===== src/rtl/phts_pkg.sv =====
// Shared types and constants for the PES header timestamp scanner.
package phts_pkg;

  // Stream kind codes
  localparam logic [1:0] KIND_VIDEO   = 2'd0;
  localparam logic [1:0] KIND_AUDIO   = 2'd1;
  localparam logic [1:0] KIND_PRIVATE = 2'd2;

  // Stream id values and start code
  localparam logic [3:0]  VIDEO_ID_HI   = 4'hE;
  localparam logic [2:0]  AUDIO_ID_HI   = 3'b110;
  localparam logic [7:0]  PRIVATE_ONE   = 8'hBD;
  localparam logic [23:0] START_PREFIX  = 24'h000001;
  localparam logic [7:0]  HDR_LEN_LIMIT = 8'd5;

  // Timestamp widths
  localparam int TS_W   = 33;
  localparam int SEC_W  = 17;
  localparam int FRAC_W = 14;

  // 90 kHz clock: ticks per second and per ten-thousandth
  localparam int TICKS_PER_SEC  = 27000000 / 300;
  localparam int TICKS_PER_FRAC = TICKS_PER_SEC / 10000;

  // Seconds split: drop 4 low bits, then divide by the odd part
  localparam int SEC_SHIFT   = 4;
  localparam int SEC_DIV     = TICKS_PER_SEC / (1 << SEC_SHIFT);
  localparam int SEC_DIV_W   = 13;
  localparam int HI_W        = TS_W - SEC_SHIFT;
  localparam int RECIP_SHIFT = 42;
  localparam int RECIP_W     = 30;
  localparam logic [RECIP_W-1:0] SEC_RECIP =
    RECIP_W'((64'd1 << RECIP_SHIFT) / SEC_DIV);
  localparam int PROD1_W = HI_W + RECIP_W;
  localparam int REM_W   = SEC_DIV_W + SEC_SHIFT;

  // Fraction: exact divide of the remainder by a multiply-and-shift
  localparam int FRAC_SHIFT = 21;
  localparam int FRAC_MUL_W = 18;
  localparam logic [FRAC_MUL_W-1:0] FRAC_MUL =
    FRAC_MUL_W'(((64'd1 << FRAC_SHIFT) + TICKS_PER_FRAC - 1) / TICKS_PER_FRAC);
  localparam int PROD4_W = REM_W + FRAC_MUL_W;

  // One parsed header
  typedef struct packed {
    logic [7:0]      stream_id;
    logic [1:0]      stream_kind;
    logic [4:0]      stream_number;
    logic [15:0]     packet_length;
    logic [7:0]      header_length;
    logic [TS_W-1:0] pts;
    logic            has_dts;
    logic [TS_W-1:0] dts;
  } phts_rec_t;

endpackage


===== src/rtl/phts_tick_split.sv =====
// Pipelined split of a 90 kHz timestamp into seconds and ten-thousandths.
module phts_tick_split (
  input  logic                           clk,
  input  logic [phts_pkg::TS_W-1:0]      ticks,
  output logic [phts_pkg::SEC_W-1:0]     seconds,
  output logic [phts_pkg::FRAC_W-1:0]   fraction
);

  logic [phts_pkg::PROD1_W-1:0]   prod1_r;
  logic [phts_pkg::HI_W-1:0]      hi1_r;
  logic [phts_pkg::SEC_SHIFT-1:0] lo1_r;

  logic [phts_pkg::SEC_W-1:0]     q0;
  logic [phts_pkg::SEC_W-1:0]     q2_r;
  logic [phts_pkg::HI_W-1:0]      qd2_r;
  logic [phts_pkg::HI_W-1:0]      hi2_r;
  logic [phts_pkg::SEC_SHIFT-1:0] lo2_r;

  logic [phts_pkg::SEC_DIV_W:0]   rem0;
  logic [phts_pkg::SEC_W-1:0]     q3_nxt;
  logic [phts_pkg::SEC_DIV_W-1:0] rem3;
  logic [phts_pkg::SEC_W-1:0]     q3_r;
  logic [phts_pkg::REM_W-1:0]     rem3_r;

  logic [phts_pkg::PROD4_W-1:0]   prod4_r;
  logic [phts_pkg::SEC_W-1:0]     q4_r;

  // Estimate quotient, possibly one low; correct against the remainder
  always_comb begin
    q0   = prod1_r[phts_pkg::PROD1_W-1 -: phts_pkg::SEC_W];
    rem0 = (phts_pkg::SEC_DIV_W + 1)'(hi2_r - qd2_r);
    if (rem0 >= (phts_pkg::SEC_DIV_W + 1)'(phts_pkg::SEC_DIV)) begin
      q3_nxt = q2_r + phts_pkg::SEC_W'(1);
      rem3   = phts_pkg::SEC_DIV_W'(rem0 - (phts_pkg::SEC_DIV_W + 1)'(phts_pkg::SEC_DIV));
    end else begin
      q3_nxt = q2_r;
      rem3   = phts_pkg::SEC_DIV_W'(rem0);
    end
  end

  // Advance the four stages every cycle
  always_ff @(posedge clk) begin
    prod1_r <= phts_pkg::PROD1_W'(ticks[phts_pkg::TS_W-1:phts_pkg::SEC_SHIFT]) *
               phts_pkg::PROD1_W'(phts_pkg::SEC_RECIP);
    hi1_r   <= ticks[phts_pkg::TS_W-1:phts_pkg::SEC_SHIFT];
    lo1_r   <= ticks[phts_pkg::SEC_SHIFT-1:0];

    q2_r    <= q0;
    qd2_r   <= phts_pkg::HI_W'(phts_pkg::HI_W'(q0) *
                               phts_pkg::HI_W'(phts_pkg::SEC_DIV));
    hi2_r   <= hi1_r;
    lo2_r   <= lo1_r;

    q3_r    <= q3_nxt;
    rem3_r  <= {rem3, lo2_r};

    q4_r    <= q3_r;
    prod4_r <= phts_pkg::PROD4_W'(rem3_r) * phts_pkg::PROD4_W'(phts_pkg::FRAC_MUL);
  end

  assign seconds  = q4_r;
  assign fraction = prod4_r[phts_pkg::FRAC_SHIFT +: phts_pkg::FRAC_W];

endmodule


===== src/rtl/phts_parser.sv =====
// Byte parser: start code search, header field capture and record build.
module phts_parser (
  input  logic                clk,
  input  logic                rst_n,
  input  logic                byte_valid,
  input  logic [7:0]          data_byte,
  input  logic                busy,
  output logic                byte_ready,
  output phts_pkg::phts_rec_t rec,
  output logic                rec_load
);

  typedef enum logic [3:0] {
    PH_SCAN, PH_LEN_HI, PH_LEN_LO, PH_FLAGS_A, PH_FLAGS_B, PH_HDR_LEN,
    PH_PTS_0, PH_PTS_1, PH_PTS_2, PH_PTS_3, PH_PTS_4,
    PH_DTS_0, PH_DTS_1, PH_DTS_2, PH_DTS_3, PH_DTS_4
  } phase_t;

  phase_t              phase_r, phase_nxt;
  logic [23:0]         window_r, window_nxt;
  logic [1:0]          fill_r, fill_nxt;
  logic [7:0]          sid_r, sid_nxt;
  logic [15:0]         len_r, len_nxt;
  logic [7:0]          hlen_r, hlen_nxt;
  logic [31:0]         stamp_r, stamp_nxt;
  logic [phts_pkg::TS_W-1:0] pts_r, pts_nxt;
  phts_pkg::phts_rec_t rec_r, rec_nxt;
  logic                rec_load_r, rec_load_nxt;
  logic [phts_pkg::TS_W-1:0] stamp_dec;
  logic                byte_ok;

  function automatic logic is_video(input logic [7:0] id);
    is_video = (id[7:4] == phts_pkg::VIDEO_ID_HI);
  endfunction

  function automatic logic is_audio(input logic [7:0] id);
    is_audio = (id[7:5] == phts_pkg::AUDIO_ID_HI);
  endfunction

  // Build a record from the held header fields
  function automatic phts_pkg::phts_rec_t make_rec(
    input logic [7:0] id, input logic [15:0] len, input logic [7:0] hlen,
    input logic [phts_pkg::TS_W-1:0] pts, input logic with_dts,
    input logic [phts_pkg::TS_W-1:0] dts);
    phts_pkg::phts_rec_t r;
    r.stream_id     = id;
    r.packet_length = len;
    r.header_length = hlen;
    r.pts           = pts;
    r.has_dts       = with_dts;
    r.dts           = with_dts ? dts : '0;
    if (is_video(id)) begin
      r.stream_kind   = phts_pkg::KIND_VIDEO;
      r.stream_number = {1'b0, id[3:0]};
    end else if (is_audio(id)) begin
      r.stream_kind   = phts_pkg::KIND_AUDIO;
      r.stream_number = id[4:0];
    end else begin
      r.stream_kind   = phts_pkg::KIND_PRIVATE;
      r.stream_number = '0;
    end
    make_rec = r;
  endfunction

  // Hold off the last byte of each timestamp while the previous result is in flight
  assign byte_ready = !(((phase_r == PH_PTS_4) || (phase_r == PH_DTS_4)) && busy);
  assign byte_ok    = byte_valid && byte_ready;

  // Drop marker bits: 3 + 15 + 15 payload bits
  assign stamp_dec = {stamp_r[27:25], stamp_r[23:9], stamp_r[7:0], data_byte[7:1]};

  always_comb begin
    phase_nxt    = phase_r;
    window_nxt   = window_r;
    fill_nxt     = fill_r;
    sid_nxt      = sid_r;
    len_nxt      = len_r;
    hlen_nxt     = hlen_r;
    stamp_nxt    = stamp_r;
    pts_nxt      = pts_r;
    rec_nxt      = rec_r;
    rec_load_nxt = 1'b0;
    if (byte_ok) begin
      unique case (phase_r)
        PH_SCAN: begin
          if (fill_r != 2'd3) begin
            window_nxt = {window_r[15:0], data_byte};
            fill_nxt   = fill_r + 2'd1;
          end else if ((window_r == phts_pkg::START_PREFIX) &&
                       (is_video(data_byte) || is_audio(data_byte) ||
                        (data_byte == phts_pkg::PRIVATE_ONE))) begin
            sid_nxt    = data_byte;
            window_nxt = '0;
            fill_nxt   = '0;
            phase_nxt  = PH_LEN_HI;
          end else begin
            window_nxt = {window_r[15:0], data_byte};
          end
        end
        PH_LEN_HI: begin
          len_nxt   = {data_byte, 8'h00};
          phase_nxt = PH_LEN_LO;
        end
        PH_LEN_LO: begin
          len_nxt   = {len_r[15:8], data_byte};
          phase_nxt = PH_FLAGS_A;
        end
        PH_FLAGS_A: phase_nxt = PH_FLAGS_B;
        PH_FLAGS_B: phase_nxt = PH_HDR_LEN;
        PH_HDR_LEN: begin
          hlen_nxt  = data_byte;
          phase_nxt = PH_PTS_0;
        end
        PH_PTS_4: begin
          if (is_video(sid_r) && (hlen_r > phts_pkg::HDR_LEN_LIMIT)) begin
            pts_nxt   = stamp_dec;
            phase_nxt = PH_DTS_0;
          end else begin
            rec_nxt      = make_rec(sid_r, len_r, hlen_r, stamp_dec, 1'b0, '0);
            rec_load_nxt = 1'b1;
            phase_nxt    = PH_SCAN;
          end
        end
        PH_DTS_4: begin
          rec_nxt      = make_rec(sid_r, len_r, hlen_r, pts_r, 1'b1, stamp_dec);
          rec_load_nxt = 1'b1;
          phase_nxt    = PH_SCAN;
        end
        default: begin
          // Timestamp bytes before the last one
          stamp_nxt = {stamp_r[23:0], data_byte};
          phase_nxt = phase_t'(phase_r + 4'd1);
        end
      endcase
    end
  end

  // Hold state and the registered record
  always_ff @(posedge clk) begin
    if (!rst_n) begin
      phase_r    <= PH_SCAN;
      window_r   <= '0;
      fill_r     <= '0;
      rec_load_r <= 1'b0;
    end else begin
      phase_r    <= phase_nxt;
      window_r   <= window_nxt;
      fill_r     <= fill_nxt;
      rec_load_r <= rec_load_nxt;
    end
    sid_r   <= sid_nxt;
    len_r   <= len_nxt;
    hlen_r  <= hlen_nxt;
    stamp_r <= stamp_nxt;
    pts_r   <= pts_nxt;
    rec_r   <= rec_nxt;
  end

  assign rec      = rec_r;
  assign rec_load = rec_load_r;

endmodule


===== src/rtl/pes_header_timestamp_scanner.sv =====
// Top level: byte parser, timestamp split pipelines and result register.
// Throughput: one byte accepted per cycle; only the last byte of a timestamp
// waits, and only while the previous result is still in flight or unread.
// A header's record is registered in the parser, then tracked by vld_r through the split.
// The seconds/fraction split is a 4-stage multiply-by-reciprocal pipeline.
// Reset (rst_n low, synchronous) empties the window, returns to start-code
// search and drops any result in flight.
module pes_header_timestamp_scanner (
  input  logic                          clk,
  input  logic                          rst_n,
  input  logic                          in_valid,
  output logic                          in_ready,
  input  logic [7:0]                    in_data_byte,
  output logic                          out_valid,
  input  logic                          out_ready,
  output logic [7:0]                    out_stream_id,
  output logic [1:0]                    out_stream_kind,
  output logic [4:0]                    out_stream_number,
  output logic [15:0]                   out_packet_length,
  output logic [7:0]                    out_header_length,
  output logic [phts_pkg::TS_W-1:0]     out_pts,
  output logic [phts_pkg::SEC_W-1:0]    out_pts_seconds,
  output logic [phts_pkg::FRAC_W-1:0]  out_pts_fraction,
  output logic                          out_has_dts,
  output logic [phts_pkg::TS_W-1:0]     out_dts,
  output logic [phts_pkg::SEC_W-1:0]    out_dts_seconds,
  output logic [phts_pkg::FRAC_W-1:0]  out_dts_fraction
);

  phts_pkg::phts_rec_t rec;
  logic                rec_load;
  logic                busy;
  logic [2:0]          vld_r;
  logic                out_valid_r;

  phts_parser u_parser (
    .clk        (clk),
    .rst_n      (rst_n),
    .byte_valid (in_valid),
    .data_byte  (in_data_byte),
    .busy       (busy),
    .byte_ready (in_ready),
    .rec        (rec),
    .rec_load   (rec_load)
  );

  phts_tick_split u_pts_split (
    .clk      (clk),
    .ticks    (rec.pts),
    .seconds  (out_pts_seconds),
    .fraction (out_pts_fraction)
  );

  phts_tick_split u_dts_split (
    .clk      (clk),
    .ticks    (rec.dts),
    .seconds  (out_dts_seconds),
    .fraction (out_dts_fraction)
  );

  // A result is in flight from record load until the item is taken
  assign busy = rec_load || (vld_r != 3'b000) || out_valid_r;

  // Track the record through the split pipeline, then hold the item
  always_ff @(posedge clk) begin
    if (!rst_n) begin
      vld_r       <= '0;
      out_valid_r <= 1'b0;
    end else begin
      vld_r <= {vld_r[1:0], rec_load};
      if (vld_r[2]) begin
        out_valid_r <= 1'b1;
      end else if (out_ready) begin
        out_valid_r <= 1'b0;
      end
    end
  end

  assign out_valid         = out_valid_r;
  assign out_stream_id     = rec.stream_id;
  assign out_stream_kind   = rec.stream_kind;
  assign out_stream_number = rec.stream_number;
  assign out_packet_length = rec.packet_length;
  assign out_header_length = rec.header_length;
  assign out_pts           = rec.pts;
  assign out_has_dts       = rec.has_dts;
  assign out_dts           = rec.dts;

endmodule


===== config.mk =====
export PLATFORM = sky130hd
export DESIGN_NAME = pes_header_timestamp_scanner
export DESIGN_NICKNAME = d
export VERILOG_FILES = /design/src/rtl/phts_pkg.sv /design/src/rtl/phts_tick_split.sv /design/src/rtl/phts_parser.sv /design/src/rtl/pes_header_timestamp_scanner.sv
export SDC_FILE = /design/constraint.sdc
export NUM_CORES = 2
export LEC_CHECK = 0
export ABC_AREA = 1
export BUFFER_PORTS_ARGS = -buffer_cell sky130_fd_sc_hd__buf_4
export CORE_MARGIN = 3
export CORE_UTILIZATION = 50
export CTS_CLUSTER_SIZE = 24
export DETAILED_ROUTE_END_ITERATION = 10
export PLACE_DENSITY = 0.76
export REMOVE_ABC_BUFFERS = 1
export SLEW_MARGIN = 20
export SYNTH_ARGS = -nofsm -noshare
export SYNTH_HDL_FRONTEND = slang
export SYNTH_SLANG_ARGS = --single-unit

===== constraint.sdc =====
create_clock -name clk -period 7.65 [get_ports clk]
set_input_delay 1.53 -clock clk [delete_from_list [all_inputs] [get_ports clk]]
set_output_delay 1.53 -clock clk [all_outputs]
set_load 0.01 [all_outputs]

**Yosys cells after proc, flatten, opt, wreduce, memory -nomap -nowiden**

Cells that the tools add are included.

- Register bits: 658
- Logic and storage cells: 128

- Mux-type cells: 21
- Equality and inequality tests: 17
- $lt $le $gt $ge: 3
- Bitwise logic cells: 3
- $mul: 6
- Reduce and logical (&&, ||, !) cells: 28
- Add/sub/neg operators: 8

Operators by type and width:

| kind | number |
|---|---|
| 106-bit one-hot mux with 2 select lines | 1 |
| 29-bit by 30-bit multiplier with 59-bit output (second input constant) | 2 |
| 106-bit 2-to-1 mux | 1 |
| 17-bit by 18-bit multiplier with 35-bit output (second input constant) | 2 |
| 24-bit 2-to-1 mux | 2 |
| 17-bit by 1-bit adder with 17-bit output (second input constant) | 2 |
| 17-bit by 13-bit multiplier with 14-bit output (second input constant) | 2 |
| 17-bit 2-to-1 mux | 2 |
| 16-bit one-hot mux with 2 select lines | 1 |
| 4-bit one-hot mux with 8 select lines | 1 |
| 14-bit by 13-bit greater-or-equal comparator with 1-bit output (second input constant) | 2 |
| 14-bit subtractor | 2 |
| 13-bit 2-to-1 mux | 2 |
| 13-bit subtractor (second input constant) | 2 |
| 24-bit by 1-bit equality test with 1-bit output (second input constant) | 1 |
| 4-bit equality test (second input constant) | 4 |
| 3-bit AND reduction | 5 |
| 7-bit 2-to-1 mux | 2 |
| 4-bit 2-to-1 mux | 3 |
| 2-bit AND reduction | 5 |
| 4-bit by 2-bit equality test with 1-bit output (second input constant) | 2 |
| 4-bit by 3-bit equality test with 1-bit output (second input constant) | 2 |
| 8-bit equality test (second input constant) | 1 |
| 8-bit by 3-bit greater-than comparator with 1-bit output (second input constant) | 1 |
| 18 further kinds | 36 |

**Longest topological paths before layout**

- Depth in word-level cells: 7
- Depth in mapped cells: 29

**Modules after synthesis**

Synthesis repeated with hierarchy kept, for this count alone.

- Cell total of the unflattened synthesis: 6,993
- Area total of the unflattened synthesis: 65,864.4 µm²

By module, submodules not included:

| module | instances | area each (µm²) | cells an instance |
|---|---|---|---|
| phts_tick_split at u_pts_split | 1 | 28,706.3 | 3,190 |
| phts_tick_split at u_dts_split | 1 | 28,511.1 | 3,131 |
| phts_parser | 1 | 8,514.4 | 655 |
| pes_header_timestamp_scanner | 1 | 132.6 | 17 |

**Worst setup path after synthesis**

Ideal clock, no wire load.

- Path type: reg2reg
- From: register u_parser.rec_r, in the netlist u_parser.rec[16]
- To: register u_dts_split.prod1_r[42] (netlist bit)
- Buffers on the path: 0
- Stages on the path, launching flop included: 26
- Clock period less this slack: 6.278 ns
- Slack: 1.372 ns
- Data arrival time: 6.207 ns
- Cell sequence: edfxtp_1 inv_1 fa_1 inv_1 fa_1 fa_1 inv_1 fa_1 inv_1 fa_1 fa_1 fa_1 inv_1 fa_1 inv_1 ha_1 nand2_1 nor2_1 inv_1 nor2_1 inv_1 nor2_1 nand4_1 o21bai_1 nand3_1 xor2_1

- Longest elaborated chain between the ends: 1

RTL lines:

| item | line | source |
|---|---|---|
| from (decl) | phts_parser.sv:27 | `phts_pkg::phts_rec_t rec_r, rec_nxt;` |
| from (signal assigned) | phts_parser.sv:156 | `rec_r <= rec_nxt;` |
| 29-bit by 30-bit multiplier with 59-bit output | phts_tick_split.sv:43 | `prod1_r <= phts_pkg::PROD1_W'(ticks[phts_pkg::TS_W-1:phts_pkg::SEC_SHIFT]) *` |
| to (signal assigned) | phts_tick_split.sv:43 |  |
| to (decl) | phts_tick_split.sv:9 | `logic [phts_pkg::PROD1_W-1:0] prod1_r;` |

Every way passes these cells.
A chain may end at the register's enable or synchronous reset.

**Worst setup path after layout**

- From: register u_parser.rec_r, in the netlist u_parser.rec[50]
- To: register u_pts_split.prod1_r[42] (netlist bit)

- Longest elaborated chain between the ends: 1

RTL lines:

| item | line |
|---|---|
| 29-bit by 30-bit multiplier with 59-bit output | phts_tick_split.sv:43 |
| to (signal assigned) | phts_tick_split.sv:43 |
| to (decl) | phts_tick_split.sv:9 |

Every way passes these cells.

==> results.md <==
- Row count: 131
- WS Path Type: flip-flop to flip-flop
- CTS H-tree lvls: 2
- Clk pwr share: 50.6%
- Share of cells above drive strength 1: 5.25%
- Dpl hpwl: 155000 um
- HP Start: u_pts_split.lo1_r[0]
- Post-synthesis mux area share: 0%
- Req. time, crit path: 8220 ps
- GRT Total Usage: 26.7%
- Final worst slack: 349 ps
- R2r worst-path depth: 22
- Post-synth top cells: inv_1, fa_1, ha_1
- Peak supply drop: 0.194 mV
- RSZ-0062 raised after global routing: no
- Post-synth EDFFs: 198
- CTS Hold Buffers Added: 0
- Pin count of the biggest net entering global routing: 68
- Largest cells by area after synthesis: fa_1, ha_1, inv_1
- Status: completed
- Drt total wl: 177000 um
- Initial DRT Pass Iterations: 6
- Worst-path clk slew: 60 ps
- Most common cell on crit path: fa_1
- DR vias/cell: 5.21
- Cell area power density: 88.6 nW/um^2
- First-iteration detailed-routing DRC count: 3604
- Slowest cell delay on critical path: 790 ps
- Placer Congestion: 1.02
- Delay-heaviest family, CP: adder cells
- Max_cap viols: 0
- Flop2flop setup slack: 350 ps
- Area growth from synthesis to layout: 8.64%
- Final #Nets: 9106
- Final ANT Viol Nets: 0
- Worst path bufs/invs: 5
- CTS Buf Count: 61
- Area leader, netlist: fa_1
- Initial antenna violation count: 10
- Cell area after synthesis: 65000 sq um
- Register bit total from synthesis: 525
- Core area: 128000 sq um
- Hold EP: u_pts_split.lo2_r[0]
- Slowest CP cell: edfxtp_1
- Clk_skew: 42.1 ps
- Synth Instances: 6787
- Simple-gate area share of the yosys netlist: 9.71%
- Net switching power: 1440 uW
- Clock sinks: 525
- Worst-path cell chain: inv_1, fa_1, inv_1, fa_1, fa_1, inv_1, fa_1, inv_1, fa_1, fa_1, fa_1, fa_1, ha_1, nand2_1, nor2_1, inv_1, nor2_1, nand3_1, o21ai_0, nand3_1, nand3_1, nand2_1
- Final number of setup-violating endpoints: 0
- CTS root buffer: clkbuf_16
- Setup WS pre-CTS: 361 ps
- Leak: 0.0375 uW
- Die ar.: 134000 sq um
- Post_cts resized: 0
- GR Overflow Total: 0
- Clock Path Buffers: 3
- Setup TNS: 0 ps
- Final hold vios: 0
- Ys flop type: dfxtp_1
- Compound-Gate Fraction of Synth Area: 5.47%
- Sw Share: 23.0%
- Arrival time worst endpoint: 7870 ps
- Port Buffer Count: 181
- FF-to-FF End: u_pts_split.prod1_r[42]
- Number of distinct library cells after synthesis: 49
- Final min period: 7300 ps
- Hold path depth: 0
- Crit-path max FO: 8
- Final period utilization: 95.4%
- Combinational group share of total power: 2.3%
- Die X: 367 um
- Area share of fa/ha/maj cells after synthesis: 52.4%
- Vias: 45900
- Worst slew pin tran: 985 ps
- Total I/O pin count: 182
- Yosys top cell area share: 33.0%
- Starting Density: 50.6%
- Seq/Total Area, Yosys: 19.2%
- Post-synthesis xor/xnor area fraction: 2.12%
- Crit Reg-Reg Startpoint: u_parser.rec[50]
- Total setup buffers inserted after CTS: 0
- Later-pin clock latency in the skew report: 710 ps
- Vias in the first global route: 48600
- Hold Crit Class: flip-flop to flip-flop
- Syn_area_per_cell: 9.58 sq um
- Main combinational cell family by area after synthesis: adder cells
- Most frequent cell after synthesis: inv_1
- WL/cell: 20.1 um
- Pins Over Slew Limit: 0
- Yosys warning total: 0
- CP endpoint kind: flip-flop
- Die height: 367 um
- Worst setup SP type: flip-flop
- CTS tree: built
- Relative slew margins: 34.4%
- First-pass GRT wire length: 277000 um
- DRC: 0
- Sequential group share of total power: 47.2%
- Synth async-reset ratio: 0%
- P_int: 4820 uW
- F_max: 0.137 GHz
==> power groups by stage <==
stage	combinational, uW	clock, uW	sequential [uW]
global placement	135	0	3010
global route	160	3330	2950
detailed placement	140	0	3010
floorplan	92.3	0	3010
CTS	141	3240	2950
finish	141	3160	2950
==> cells in the final DEF, fill, tap and decap left out, types with 8 or more instances in the layout <==
master / instances
nor4_1: 23
xor2_1: 110
ha_1: 1011
o21bai_1: 22
a31oi_1: 26
a21o_1: 28
o21ai_2: 22
nand4_1: 48
a211oi_1: 24
clkbuf_8: 10
edfxtp_1: 198
a21oi_1: 242
nand3_1: 165
nand3b_1: 11
clkbuf_16: 62
inv_1: 1853
clkbuf_1: 8
fa_1: 1070
o21ai_1: 8
dfxtp_1: 327
nand2_1: 783
o21ai_0: 216
nor2_1: 368
nand2_2: 14
or2_2: 13
buf_4: 194
o211ai_1: 8
a21boi_0: 13
xnor2_1: 47
nor3_1: 58
==> worst reg2reg max path, stage by stage, from the launching register on <==
cell      delay (ps)
edfxtp_1         790
inv_1            290
fa_1             700
inv_1            120
fa_1             510
fa_1             540
inv_1             60
fa_1             500
inv_1             50
fa_1             560
fa_1             430
fa_1             520
fa_1             410
ha_1             320
nand2_1          100
nor2_1           140
inv_1            100
nor2_1           250
nand3_1          100
o21ai_0          370
nand3_1          180
nand3_1          100
nand2_1           50
==> how the worst max path moves through the flow <==
| stage | start | depth (start not counted) | to | slack (ps) |
|---|---|---|---|---|
| after detailed placement | u_parser.rec[50] | 22 | u_pts_split.prod1_r[42] | 360 |
| after CTS | u_parser.rec[50] | 22 | u_pts_split.prod1_r[42] | 320 |
| after global placement | u_parser.rec[50] | 22 | u_pts_split.prod1_r[42] | 390 |
| after global routing | u_parser.rec[50] | 23 | u_pts_split.prod1_r[42] | 4 |
| after floorplan | u_parser.rec[16] | 25 | u_dts_split.prod1_r[42] | 1370 |
| final | u_parser.rec[50] | 22 | u_pts_split.prod1_r[42] | 350 |
==> stage by stage <==
stage               std cells  hold WS, ps  total power (uW)  utilization (%)  instance area, sq um
floorplan                6756          310              3100                -                 64800
CTS                      8791          317              6330             55.0                 70600
global placement         8679          310              3140             53.3                 68400
global route             8791          326              6440             55.0                 70600
detailed placement       8679          312              3150             53.3                 68400
finish                   8796          313              6260             55.0                 70600
==> sequential cells by signal, indices dropped and copies added (netlist names), 18 cells and up <==
register / cells
u_parser.stamp_r: 27
u_dts_split.prod1_r: 18
u_parser.window_r: 24
u_pts_split.prod1_r: 18
u_parser.rec: 106
u_parser.pts_r: 33
==> cell type report <==
type / count / area [sq um]
repair buffers: 194 / 1460
fillers: 11300 / 57700
clock inverters: 31 / 454
clock buffers: 81 / 1720
well taps: 1729 / 2160
inverters: 1861 / 6990
multi-input cells: 4370 / 45300
flip-flops and latches: 525 / 12500
diodes: 5 / 12.5
==> kinds of logic after synthesis <==
group,count (synthesis)
AO/OA/AOI/OAI,628
flip-flops,525
AND/OR/NAND/NOR,1504
XOR/XNOR,157
adder cells (fa/ha/maj),2081
buffers and inverters,1892
==> routing by layer <==
layer,up-vias,GRT usage (%),share of wire (%)
met5,-,0,0.012
met3,304,7.34,9.7
li1,21400,-,-
met1,22500,35.4,41
met2,1687,42.9,45
met4,4,8.04,3.4
Note: power is estimated with default switching activity, not from simulation.
